<file path="config.mk">
export PLATFORM = sky130hd
export DESIGN_NAME = coordinated_three_axis_step_generator_unit
export DESIGN_NICKNAME = d
export VERILOG_FILES = /design/src/sv/ctasg_pkg.sv /design/src/sv/coordinated_three_axis_step_generator_unit.sv
export SDC_FILE = /design/constraint.sdc
export NUM_CORES = 2
export LEC_CHECK = 0
export ABC_AREA = 1
export BUFFER_PORTS_ARGS = -buffer_cell sky130_fd_sc_hd__buf_2
export CORE_ASPECT_RATIO = 1.5
export CORE_UTILIZATION = 30
export DETAILED_ROUTE_END_ITERATION = 7
export HOLD_SLACK_MARGIN = 0.08
export PLACE_DENSITY = 0.48
export SETUP_SLACK_MARGIN = 0.4
export SYNTH_ARGS = -nofsm -noshare
export SYNTH_HDL_FRONTEND = slang
export SYNTH_SLANG_ARGS = --single-unit
</file>
<file path="constraint.sdc">
create_clock -name aclk -period 18 [get_ports aclk]
set_input_delay 1.8 -clock aclk [delete_from_list [all_inputs] [get_ports aclk]]
set_output_delay 1.8 -clock aclk [all_outputs]
set_load 0.1 [all_outputs]
</file>
<file path="src/sv/ctasg_pkg.sv">
// Shared types and constants of the three-axis step generator.
// Payload structs, opcode and register index codes, sequencer states.
// Depends on nothing.
package ctasg_pkg;

    localparam int AXES       = 3;
    localparam int AXIS_IDX_W = 2;
    localparam int POS_W      = 24;
    localparam int SPD_W      = 16;
    localparam int CFG_IDX_W  = 3;
    localparam int CFG_DATA_W = 16;

    // 256e6 * maxd is computed as (15625 * maxd) << 14
    localparam int NUM_SHIFT  = 14;
    localparam int NUM_PROD_W = 38;
    localparam int NUM_W      = NUM_PROD_W + NUM_SHIFT;
    localparam int DEN_W      = 56;
    localparam int MUL_A_W    = 32;
    localparam int MUL_B_W    = 24;
    localparam int DIV_CNT_W  = 6;

    localparam logic [MUL_A_W-1:0] NUM_SCALE     = 32'd15625;
    localparam logic [19:0]        IDLE_INTERVAL = 20'd1000000;
    localparam logic [19:0]        MIN_INTERVAL  = 20'd50;

    localparam logic signed [POS_W-1:0] RESET_POS [AXES] = '{24'sd0, 24'sd450, 24'sd0};
    localparam logic [SPD_W-1:0] RESET_SPD   = 16'd1280;
    localparam logic [SPD_W-1:0] RESET_SPEED = 16'd90;

    localparam logic [1:0] OP_TICK = 2'd0;
    localparam logic [1:0] OP_MOVE = 2'd1;
    localparam logic [1:0] OP_STOP = 2'd2;

    localparam logic [CFG_IDX_W-1:0] REG_SPD_A    = 3'd0;
    localparam logic [CFG_IDX_W-1:0] REG_SPD_B    = 3'd1;
    localparam logic [CFG_IDX_W-1:0] REG_SPD_C    = 3'd2;
    localparam logic [CFG_IDX_W-1:0] REG_SPEED    = 3'd3;
    localparam logic [CFG_IDX_W-1:0] REG_DRIVE_EN = 3'd4;

    typedef logic signed [POS_W-1:0] pos_arr_t [AXES];

    typedef struct packed {
        logic [1:0]              opcode;
        logic signed [POS_W-1:0] target_position_a;
        logic signed [POS_W-1:0] target_position_b;
        logic signed [POS_W-1:0] target_position_c;
        logic [SPD_W-1:0]        feedrate;
    } in_item_t;

    typedef struct packed {
        logic                    accepted;
        logic                    step_a;
        logic                    step_b;
        logic                    step_c;
        logic                    dir_a;
        logic                    dir_b;
        logic                    dir_c;
        logic                    busy_res;
        logic signed [POS_W-1:0] position_a;
        logic signed [POS_W-1:0] position_b;
        logic signed [POS_W-1:0] position_c;
    } out_item_t;

    typedef enum logic [3:0] {
        ST_IDLE,
        ST_TICK,
        ST_DIST,
        ST_MUL_NUM,
        ST_AXIS,
        ST_MUL_SD,
        ST_MUL_DEN,
        ST_DIV,
        ST_DIV_END,
        ST_DONE
    } state_t;

endpackage

</file>
<file path="src/sv/coordinated_three_axis_step_generator_unit.sv">
// Top level of the three-axis step generator: sequencer, shared multiplier,
// restoring divider and per-axis motion state.
// Depends on ctasg_pkg.

// One beat in on s_, one beat out on m_ per item; the block takes one item at
// a time and s_ready is high only while the sequencer is idle. A tick goes
// straight to the result when motion is off or the drive is disabled, and
// otherwise walks the three axes (one elapsed-time compare per axis per cycle).
// A stop, a rejected move or an unknown opcode goes straight to the result. An
// accepted move runs accept, one distance step per axis, the numerator
// multiply and the result cycle, plus, for each axis with a nonzero distance,
// one select step, two multiplies, a restoring division and a clamp of the
// result; axes with zero distance cost only the select step, and a move whose
// distances are all zero skips the multiply and goes to the result. The result
// cycle holds while the result register is still full and m_ready is low. The
// result register decouples the two sides: the next beat is taken while a
// finished result still waits on m_ready.
module coordinated_three_axis_step_generator_unit #(
    parameter int TIME_WIDTH = 32
) (
    input  logic                                   aclk,
    input  logic                                   aresetn,
    input  logic                                   cfg_wr_en,
    input  logic [ctasg_pkg::CFG_IDX_W-1:0]        cfg_index,
    input  logic [ctasg_pkg::CFG_DATA_W-1:0]       cfg_wdata,
    input  logic                                   s_valid,
    output logic                                   s_ready,
    input  ctasg_pkg::in_item_t                    s_data,
    output logic                                   m_valid,
    input  logic                                   m_ready,
    output ctasg_pkg::out_item_t                   m_data
);

    localparam int AXES = ctasg_pkg::AXES;
    localparam int IW   = ctasg_pkg::AXIS_IDX_W;
    localparam int CW   = (ctasg_pkg::NUM_W > TIME_WIDTH) ? ctasg_pkg::NUM_W : TIME_WIDTH;
    localparam int PW   = ctasg_pkg::POS_W;
    localparam int NW   = ctasg_pkg::NUM_W;
    localparam int DW   = ctasg_pkg::DEN_W;

    // Sequencer
    ctasg_pkg::state_t state_reg, state_next;
    logic [IW-1:0]     idx_reg, idx_next;
    logic [ctasg_pkg::DIV_CNT_W-1:0] cnt_reg, cnt_next;

    // Configuration
    logic [ctasg_pkg::SPD_W-1:0] spd_reg [AXES];
    logic [ctasg_pkg::SPD_W-1:0] spd_next [AXES];
    logic [ctasg_pkg::SPD_W-1:0] dflt_speed_reg, dflt_speed_next;
    logic                        drive_en_reg, drive_en_next;

    // Motion state
    ctasg_pkg::pos_arr_t pos_reg, pos_next;
    ctasg_pkg::pos_arr_t tgt_reg, tgt_next;
    logic [TIME_WIDTH-1:0] interval_reg [AXES];
    logic [TIME_WIDTH-1:0] interval_next [AXES];
    logic [TIME_WIDTH-1:0] last_reg [AXES];
    logic [TIME_WIDTH-1:0] last_next [AXES];
    logic [TIME_WIDTH-1:0] clk_reg, clk_next;
    logic                  motion_reg, motion_next;

    // Per-item scratch
    logic [1:0]            op_reg, op_next;
    logic                  accepted_reg, accepted_next;
    logic [AXES-1:0]       dir_reg, dir_next;
    logic [AXES-1:0]       step_reg, step_next;
    logic                  all_done_reg, all_done_next;
    logic [PW-1:0]         dist_reg [AXES];
    logic [PW-1:0]         dist_next [AXES];
    logic [PW-1:0]         maxd_reg, maxd_next;
    logic [ctasg_pkg::SPD_W-1:0] speed_reg, speed_next;
    logic [ctasg_pkg::NUM_PROD_W-1:0] num_reg, num_next;
    logic [ctasg_pkg::MUL_A_W-1:0]    prod_reg, prod_next;
    logic [DW-1:0]         den_reg, den_next;
    logic [DW-1:0]         rem_reg, rem_next;
    logic [NW-1:0]         dvd_reg, dvd_next;

    // Result register
    logic                  m_valid_reg, m_valid_next;
    ctasg_pkg::out_item_t  out_reg, out_next;

    // Shared datapath signals
    logic                  s_fire;
    logic                  last_axis;
    logic [AXES-1:0]       dir_now;
    logic signed [PW:0]    diff_w;
    logic [PW-1:0]         dist_w;
    logic [PW-1:0]         maxd_w;
    logic [ctasg_pkg::MUL_A_W-1:0] mul_a;
    logic [ctasg_pkg::MUL_B_W-1:0] mul_b;
    logic [DW-1:0]         mul_p;
    logic [DW:0]           rem_sh;
    logic                  div_ge;
    logic [TIME_WIDTH-1:0] elapsed;
    logic                  due;
    logic [CW-1:0]         q_ext;
    logic [TIME_WIDTH-1:0] interval_sat;

    assign s_ready   = (state_reg == ctasg_pkg::ST_IDLE);
    assign s_fire    = s_valid && s_ready;
    assign last_axis = (idx_reg == IW'(AXES - 1));
    assign m_valid   = m_valid_reg;
    assign m_data    = out_reg;

    always_comb begin
        for (int i = 0; i < AXES; i++) begin
            dir_now[i] = tgt_reg[i] > pos_reg[i];
        end
    end

    // Distance of the selected axis and running maximum
    assign diff_w = {tgt_reg[idx_reg][PW-1], tgt_reg[idx_reg]}
                  - {pos_reg[idx_reg][PW-1], pos_reg[idx_reg]};
    assign dist_w = diff_w[PW] ? PW'(-diff_w) : diff_w[PW-1:0];
    assign maxd_w = (dist_w > maxd_reg) ? dist_w : maxd_reg;

    // Shared multiplier: operands follow the sequencer
    always_comb begin
        unique case (state_reg)
            ctasg_pkg::ST_MUL_NUM: begin
                mul_a = ctasg_pkg::NUM_SCALE;
                mul_b = maxd_reg;
            end
            ctasg_pkg::ST_MUL_SD: begin
                mul_a = ctasg_pkg::MUL_A_W'(speed_reg);
                mul_b = ctasg_pkg::MUL_B_W'(spd_reg[idx_reg]);
            end
            default: begin
                mul_a = prod_reg;
                mul_b = dist_reg[idx_reg];
            end
        endcase
    end
    assign mul_p = DW'(mul_a) * DW'(mul_b);

    // One restoring division step per cycle; quotient shifts into dvd_reg
    assign rem_sh = {rem_reg, dvd_reg[NW-1]};
    assign div_ge = rem_sh >= {1'b0, den_reg};

    // Elapsed time since the selected axis last stepped, modulo the clock width
    assign elapsed = clk_reg - last_reg[idx_reg];
    assign due     = elapsed >= interval_reg[idx_reg];

    // Clamp the quotient: zero divisor or overflow saturates, floor of 50 us
    assign q_ext = CW'(dvd_reg);
    always_comb begin
        if (den_reg == '0 || q_ext > CW'({TIME_WIDTH{1'b1}})) begin
            interval_sat = '1;
        end else if (q_ext < CW'(ctasg_pkg::MIN_INTERVAL)) begin
            interval_sat = TIME_WIDTH'(ctasg_pkg::MIN_INTERVAL);
        end else begin
            interval_sat = TIME_WIDTH'(q_ext);
        end
    end

    // Next state
    always_comb begin
        state_next = state_reg;
        unique case (state_reg)
            ctasg_pkg::ST_IDLE: begin
                if (s_fire) begin
                    case (s_data.opcode)
                        ctasg_pkg::OP_TICK: begin
                            state_next = (motion_reg && drive_en_reg) ? ctasg_pkg::ST_TICK
                                                                      : ctasg_pkg::ST_DONE;
                        end
                        ctasg_pkg::OP_MOVE: begin
                            state_next = drive_en_reg ? ctasg_pkg::ST_DIST : ctasg_pkg::ST_DONE;
                        end
                        default: state_next = ctasg_pkg::ST_DONE;
                    endcase
                end
            end
            ctasg_pkg::ST_TICK: begin
                if (last_axis) state_next = ctasg_pkg::ST_DONE;
            end
            ctasg_pkg::ST_DIST: begin
                if (last_axis) begin
                    state_next = (maxd_w == '0) ? ctasg_pkg::ST_DONE : ctasg_pkg::ST_MUL_NUM;
                end
            end
            ctasg_pkg::ST_MUL_NUM: state_next = ctasg_pkg::ST_AXIS;
            ctasg_pkg::ST_AXIS: begin
                if (dist_reg[idx_reg] != '0) begin
                    state_next = ctasg_pkg::ST_MUL_SD;
                end else if (last_axis) begin
                    state_next = ctasg_pkg::ST_DONE;
                end
            end
            ctasg_pkg::ST_MUL_SD:  state_next = ctasg_pkg::ST_MUL_DEN;
            ctasg_pkg::ST_MUL_DEN: state_next = ctasg_pkg::ST_DIV;
            ctasg_pkg::ST_DIV: begin
                if (cnt_reg == ctasg_pkg::DIV_CNT_W'(NW - 1)) state_next = ctasg_pkg::ST_DIV_END;
            end
            ctasg_pkg::ST_DIV_END: begin
                state_next = last_axis ? ctasg_pkg::ST_DONE : ctasg_pkg::ST_AXIS;
            end
            ctasg_pkg::ST_DONE: begin
                if (!m_valid_reg || m_ready) state_next = ctasg_pkg::ST_IDLE;
            end
            default: state_next = ctasg_pkg::ST_IDLE;
        endcase
    end

    // Datapath and register updates
    always_comb begin
        idx_next        = idx_reg;
        cnt_next        = cnt_reg;
        spd_next        = spd_reg;
        dflt_speed_next = dflt_speed_reg;
        drive_en_next   = drive_en_reg;
        pos_next        = pos_reg;
        tgt_next        = tgt_reg;
        interval_next   = interval_reg;
        last_next       = last_reg;
        clk_next        = clk_reg;
        motion_next     = motion_reg;
        op_next         = op_reg;
        accepted_next   = accepted_reg;
        dir_next        = dir_reg;
        step_next       = step_reg;
        all_done_next   = all_done_reg;
        dist_next       = dist_reg;
        maxd_next       = maxd_reg;
        speed_next      = speed_reg;
        num_next        = num_reg;
        prod_next       = prod_reg;
        den_next        = den_reg;
        rem_next        = rem_reg;
        dvd_next        = dvd_reg;
        m_valid_next    = m_valid_reg && !m_ready;
        out_next        = out_reg;

        // The user must write configuration only while idle; the block itself does not enforce it
        if (cfg_wr_en) begin
            unique case (cfg_index)
                ctasg_pkg::REG_SPD_A:    spd_next[0]     = cfg_wdata;
                ctasg_pkg::REG_SPD_B:    spd_next[1]     = cfg_wdata;
                ctasg_pkg::REG_SPD_C:    spd_next[2]     = cfg_wdata;
                ctasg_pkg::REG_SPEED:    dflt_speed_next = cfg_wdata;
                ctasg_pkg::REG_DRIVE_EN: drive_en_next   = cfg_wdata[0];
                default: ;
            endcase
        end

        unique case (state_reg)
            ctasg_pkg::ST_IDLE: begin
                if (s_fire) begin
                    op_next       = s_data.opcode;
                    accepted_next = 1'b1;
                    step_next     = '0;
                    idx_next      = '0;
                    case (s_data.opcode)
                        ctasg_pkg::OP_TICK: begin
                            // Direction is taken before any axis steps
                            clk_next      = clk_reg + 1'b1;
                            dir_next      = dir_now;
                            all_done_next = 1'b1;
                        end
                        ctasg_pkg::OP_MOVE: begin
                            if (drive_en_reg) begin
                                tgt_next[0] = s_data.target_position_a;
                                tgt_next[1] = s_data.target_position_b;
                                tgt_next[2] = s_data.target_position_c;
                                speed_next  = (s_data.feedrate == '0) ? dflt_speed_reg
                                                                     : s_data.feedrate;
                                maxd_next   = '0;
                                motion_next = 1'b1;
                            end else begin
                                accepted_next = 1'b0;
                            end
                        end
                        ctasg_pkg::OP_STOP: begin
                            motion_next = 1'b0;
                            tgt_next    = pos_reg;
                        end
                        default: accepted_next = 1'b0;
                    endcase
                end
            end
            ctasg_pkg::ST_TICK: begin
                if (pos_reg[idx_reg] != tgt_reg[idx_reg]) begin
                    all_done_next = 1'b0;
                    if (due) begin
                        pos_next[idx_reg]  = dir_reg[idx_reg] ? pos_reg[idx_reg] + 1'b1
                                                              : pos_reg[idx_reg] - 1'b1;
                        last_next[idx_reg] = clk_reg;
                        step_next[idx_reg] = 1'b1;
                    end
                end
                if (last_axis) begin
                    if (all_done_reg && pos_reg[idx_reg] == tgt_reg[idx_reg]) begin
                        motion_next = 1'b0;
                    end
                end else begin
                    idx_next = idx_reg + 1'b1;
                end
            end
            ctasg_pkg::ST_DIST: begin
                dist_next[idx_reg] = dist_w;
                maxd_next          = maxd_w;
                idx_next           = last_axis ? '0 : idx_reg + 1'b1;
            end
            ctasg_pkg::ST_MUL_NUM: begin
                num_next = mul_p[ctasg_pkg::NUM_PROD_W-1:0];
            end
            ctasg_pkg::ST_AXIS: begin
                if (dist_reg[idx_reg] == '0) begin
                    interval_next[idx_reg] = TIME_WIDTH'(ctasg_pkg::IDLE_INTERVAL);
                    if (!last_axis) idx_next = idx_reg + 1'b1;
                end
            end
            ctasg_pkg::ST_MUL_SD: begin
                prod_next = mul_p[ctasg_pkg::MUL_A_W-1:0];
            end
            ctasg_pkg::ST_MUL_DEN: begin
                den_next = mul_p;
                rem_next = '0;
                dvd_next = {num_reg, {ctasg_pkg::NUM_SHIFT{1'b0}}};
                cnt_next = '0;
            end
            ctasg_pkg::ST_DIV: begin
                rem_next = div_ge ? DW'(rem_sh - {1'b0, den_reg}) : rem_sh[DW-1:0];
                dvd_next = {dvd_reg[NW-2:0], div_ge};
                cnt_next = cnt_reg + 1'b1;
            end
            ctasg_pkg::ST_DIV_END: begin
                interval_next[idx_reg] = interval_sat;
                if (!last_axis) idx_next = idx_reg + 1'b1;
            end
            ctasg_pkg::ST_DONE: begin
                if (!m_valid_reg || m_ready) begin
                    m_valid_next        = 1'b1;
                    out_next.accepted   = accepted_reg;
                    out_next.step_a     = step_reg[0];
                    out_next.step_b     = step_reg[1];
                    out_next.step_c     = step_reg[2];
                    out_next.dir_a      = (op_reg == ctasg_pkg::OP_TICK) ? dir_reg[0] : dir_now[0];
                    out_next.dir_b      = (op_reg == ctasg_pkg::OP_TICK) ? dir_reg[1] : dir_now[1];
                    out_next.dir_c      = (op_reg == ctasg_pkg::OP_TICK) ? dir_reg[2] : dir_now[2];
                    out_next.busy_res   = motion_reg;
                    out_next.position_a = pos_reg[0];
                    out_next.position_b = pos_reg[1];
                    out_next.position_c = pos_reg[2];
                end
            end
            default: ;
        endcase
    end

    always_ff @(posedge aclk) begin
        if (!aresetn) begin
            state_reg      <= ctasg_pkg::ST_IDLE;
            idx_reg        <= '0;
            cnt_reg        <= '0;
            dflt_speed_reg <= ctasg_pkg::RESET_SPEED;
            drive_en_reg   <= 1'b0;
            pos_reg        <= ctasg_pkg::RESET_POS;
            tgt_reg        <= ctasg_pkg::RESET_POS;
            clk_reg        <= '0;
            motion_reg     <= 1'b0;
            m_valid_reg    <= 1'b0;
            for (int i = 0; i < AXES; i++) begin
                spd_reg[i]      <= ctasg_pkg::RESET_SPD;
                interval_reg[i] <= '0;
                last_reg[i]     <= '0;
            end
        end else begin
            state_reg      <= state_next;
            idx_reg        <= idx_next;
            cnt_reg        <= cnt_next;
            spd_reg        <= spd_next;
            dflt_speed_reg <= dflt_speed_next;
            drive_en_reg   <= drive_en_next;
            pos_reg        <= pos_next;
            tgt_reg        <= tgt_next;
            interval_reg   <= interval_next;
            last_reg       <= last_next;
            clk_reg        <= clk_next;
            motion_reg     <= motion_next;
            m_valid_reg    <= m_valid_next;
        end
    end

    // Per-item scratch and result payload
    always_ff @(posedge aclk) begin
        op_reg       <= op_next;
        accepted_reg <= accepted_next;
        dir_reg      <= dir_next;
        step_reg     <= step_next;
        all_done_reg <= all_done_next;
        dist_reg     <= dist_next;
        maxd_reg     <= maxd_next;
        speed_reg    <= speed_next;
        num_reg      <= num_next;
        prod_reg     <= prod_next;
        den_reg      <= den_next;
        rem_reg      <= rem_next;
        dvd_reg      <= dvd_next;
        out_reg      <= out_next;
    end

endmodule

</file>
==> impl_metrics.ini <==
[run_status]
status = finished, final reports clean

[timing]
final.min_clock_period_ns = 10.74
tns_ns = 0
timing.fmax_mhz = 93.1
clock_skew_ns = 0.0521
hold_viol = 0
rsz0062_at_grt = false
setup_viol = 0
finalCritPeriodShare_pct = 59.7
tightest_slew_ns = 1.34
holdWs_ns = 0.447
slew_headroom_pct = 9.92
drv_slew = 0

[logic_synthesis]
synth-seq-cells = 883
synth.avg_cell_area_um2 = 8.06
ys_seq_area_share_pct = 30.7
syn-num-nets = 10100
syn_inst = 8909
synth_edf_count = 436
yosys_most_used_dff = dfxtp_1
async_flop_share_pct = 0
synth_area_um2 = 71800
synth.distinct_cells = 72
yosysWarnings = 0

[floorplanning]
die_h_um = 601
fp-row-count = 219
ioPinCount = 196
die_w_um = 401
start_util_pct = 30.2
core_area_um2 = 238000
die_area_um2 = 241000

[routing]
postRouteWirelength_um = 265000
wl_per_cell_um = 21.9
viasPerCell = 5.02
drc = 0
drt_pass1_iterations = 6
drtAntennaViolNets = 0
vias = 60700
drt_iter0_drc = 3970

[cts]
clock_latency_ns = 0.71
clk_pin_slew_ns = 0.06
ctsResizeCount = 0
tritoncts = done
htreeDepth = 3
clk_root_buffer_cell = clkbuf_16
cts_sinks = 883
hold_buffers = 0
postCtsSetupRepairBufs = 0
cts_inserted_buffers = 90
clockBufferDepth = 3

[placed_design]
gp_congestion = 0.941
dp.cells = 11900
io_buffer_count = 195
dp_hpwl_um = 207000

[worst_setup_path]
critPathMaxFanout = 38
cp.required_ns = 18.44
critical_path_buf_inv_count = 7
path_class = reg -> reg
crit_family = adder cells
cpPeakStageDelay_ns = 0.82
slowest_stage = nand2_1
crit_top_cell = nand2_1
critPathLaunchType = flop
worstPathArrival_ns = 11.18
cp-end-kind = flop

[final_layout]
area_growth_pct = 10.2
layout-drive-gt1-share_pct = 6.18
finish.utilization_pct = 33.3
final_nets = 10100
fillers = 25000
stdcell_count = 12100

[grt]
grt_start_max_net_pins = 114
grt_overflow = 0
grt_pass1_wl_um = 398000
track_usage_pct = 21.7
grt_pass1_vias = 62900
antenna_found_initial = 22

[flow_run]
maxCapViolCount = 0

[hold_path]
hold_class = reg -> reg
worst reg2reg max path, delay by kind of cell (launching register included):
family	cells	cell delay (ns)
fa+ha+maj	8	3.94
simple gates	12	2.48
buf+inv	7	1.70
compound gates	6	1.60
flops	1	0.76
cell usage in the layout, fill, tap and decap left out, types with 24 or more instances in the layout:
master / synthesis / layout
nand3_1: 161 / 160
inv_1: 1603 / 1600
a2bb2oi_1: 30 / 30
a211oi_1: 31 / 31
ha_1: 451 / 451
o211ai_1: 24 / 24
a22oi_1: 61 / 60
buf_4: 7 / 104
o21ai_0: 679 / 672
edfxtp_1: 436 / 436
nand4_1: 57 / 57
fa_1: 662 / 662
nand2_1: 1897 / 1896
o21a_1: 45 / 45
clkbuf_16: 0 / 94
nor4_1: 33 / 33
xnor2_1: 62 / 62
xor2_1: 106 / 106
o21ai_1: 29 / 29
nor2_1: 657 / 644
a21oi_1: 719 / 717
buf_2: 13 / 194
a31oi_1: 103 / 103
dfxtp_1: 447 / 445
nor3_1: 49 / 46
final timing paths:
check,slack (ns),to,cells after the start,from
max,7.26,den_reg[48],33,idx_reg[1]
min,0.45,dflt_speed_reg[13],2,dflt_speed_reg[13]
max reg2reg,7.26,den_reg[48],33,idx_reg[1]
min reg2reg,0.45,dflt_speed_reg[13],2,dflt_speed_reg[13]
routing by layer:
| metal | part of all wire, % | track usage, % | wire length (um) | up-vias |
|---|---|---|---|---|
| met4 | 5.9 | 11.6 | 15700 | 14 |
| li1 | - | - | - | 28400 |
| met2 | 51 | 39.6 | 136000 | 1594 |
| met1 | 39 | 24.8 | 104000 | 30100 |
| met3 | 3.8 | 2.06 | 9970 | 521 |
| met5 | 0.031 | 0 | 83 | - |
synthesized netlist by cell type (103+ instances only):
| cell type | count | area share, % |
|---|---|---|
| edfxtp_1 | 436 | 18 |
| nand3_1 | 161 | 1.1 |
| a31oi_1 | 103 | 0.90 |
| nor2_1 | 657 | 3.4 |
| a21oi_1 | 719 | 5.0 |
| ha_1 | 451 | 7.9 |
| inv_1 | 1603 | 8.4 |
| o21ai_0 | 679 | 4.7 |
| fa_1 | 662 | 18 |
| clkbuf_1 | 344 | 1.8 |
| nand2_1 | 1897 | 9.9 |
| xor2_1 | 106 | 1.3 |
| dfxtp_1 | 447 | 12 |
logic make-up after synthesis:
| group | count (synthesis) | share of synthesized area (%) |
|---|---|---|
| compound gates | 1813 | 13.9 |
| xor+xnor | 168 | 2.05 |
| fa+ha+maj | 1113 | 26.3 |
| buf+inv | 2005 | 10.6 |
| flops | 883 | 30.7 |
| mux | 1 | 0.0157 |
| simple gates | 2926 | 16.4 |
area by class of cell:
cell class	count	area (um^2)	area share (%)
multi-input cells	6021	42300	53.5
flip-flops and latches	883	22000	27.9
inverters	1619	6080	7.69
well taps	3094	3870	4.89
clock buffers	117	2550	3.22
repair buffers	299	1770	2.23
clock inverters	51	502	0.634
diodes	4	10.0	0.0126
through the flow:
step / setup slack [ns] / area, um^2
6_report: 7.26 / 79200
5_1_grt: 6.52 / 79200
4_1_cts: 7.23 / 79200
3_5_place_dp: 7.28 / 76100
3_3_place_gp: 7.20 / 76100
2_1_floorplan: 9.27 / 71800
Power is not shown: default switching activity piles up to over one toggle a cycle in this logic, so the estimate is an artifact.
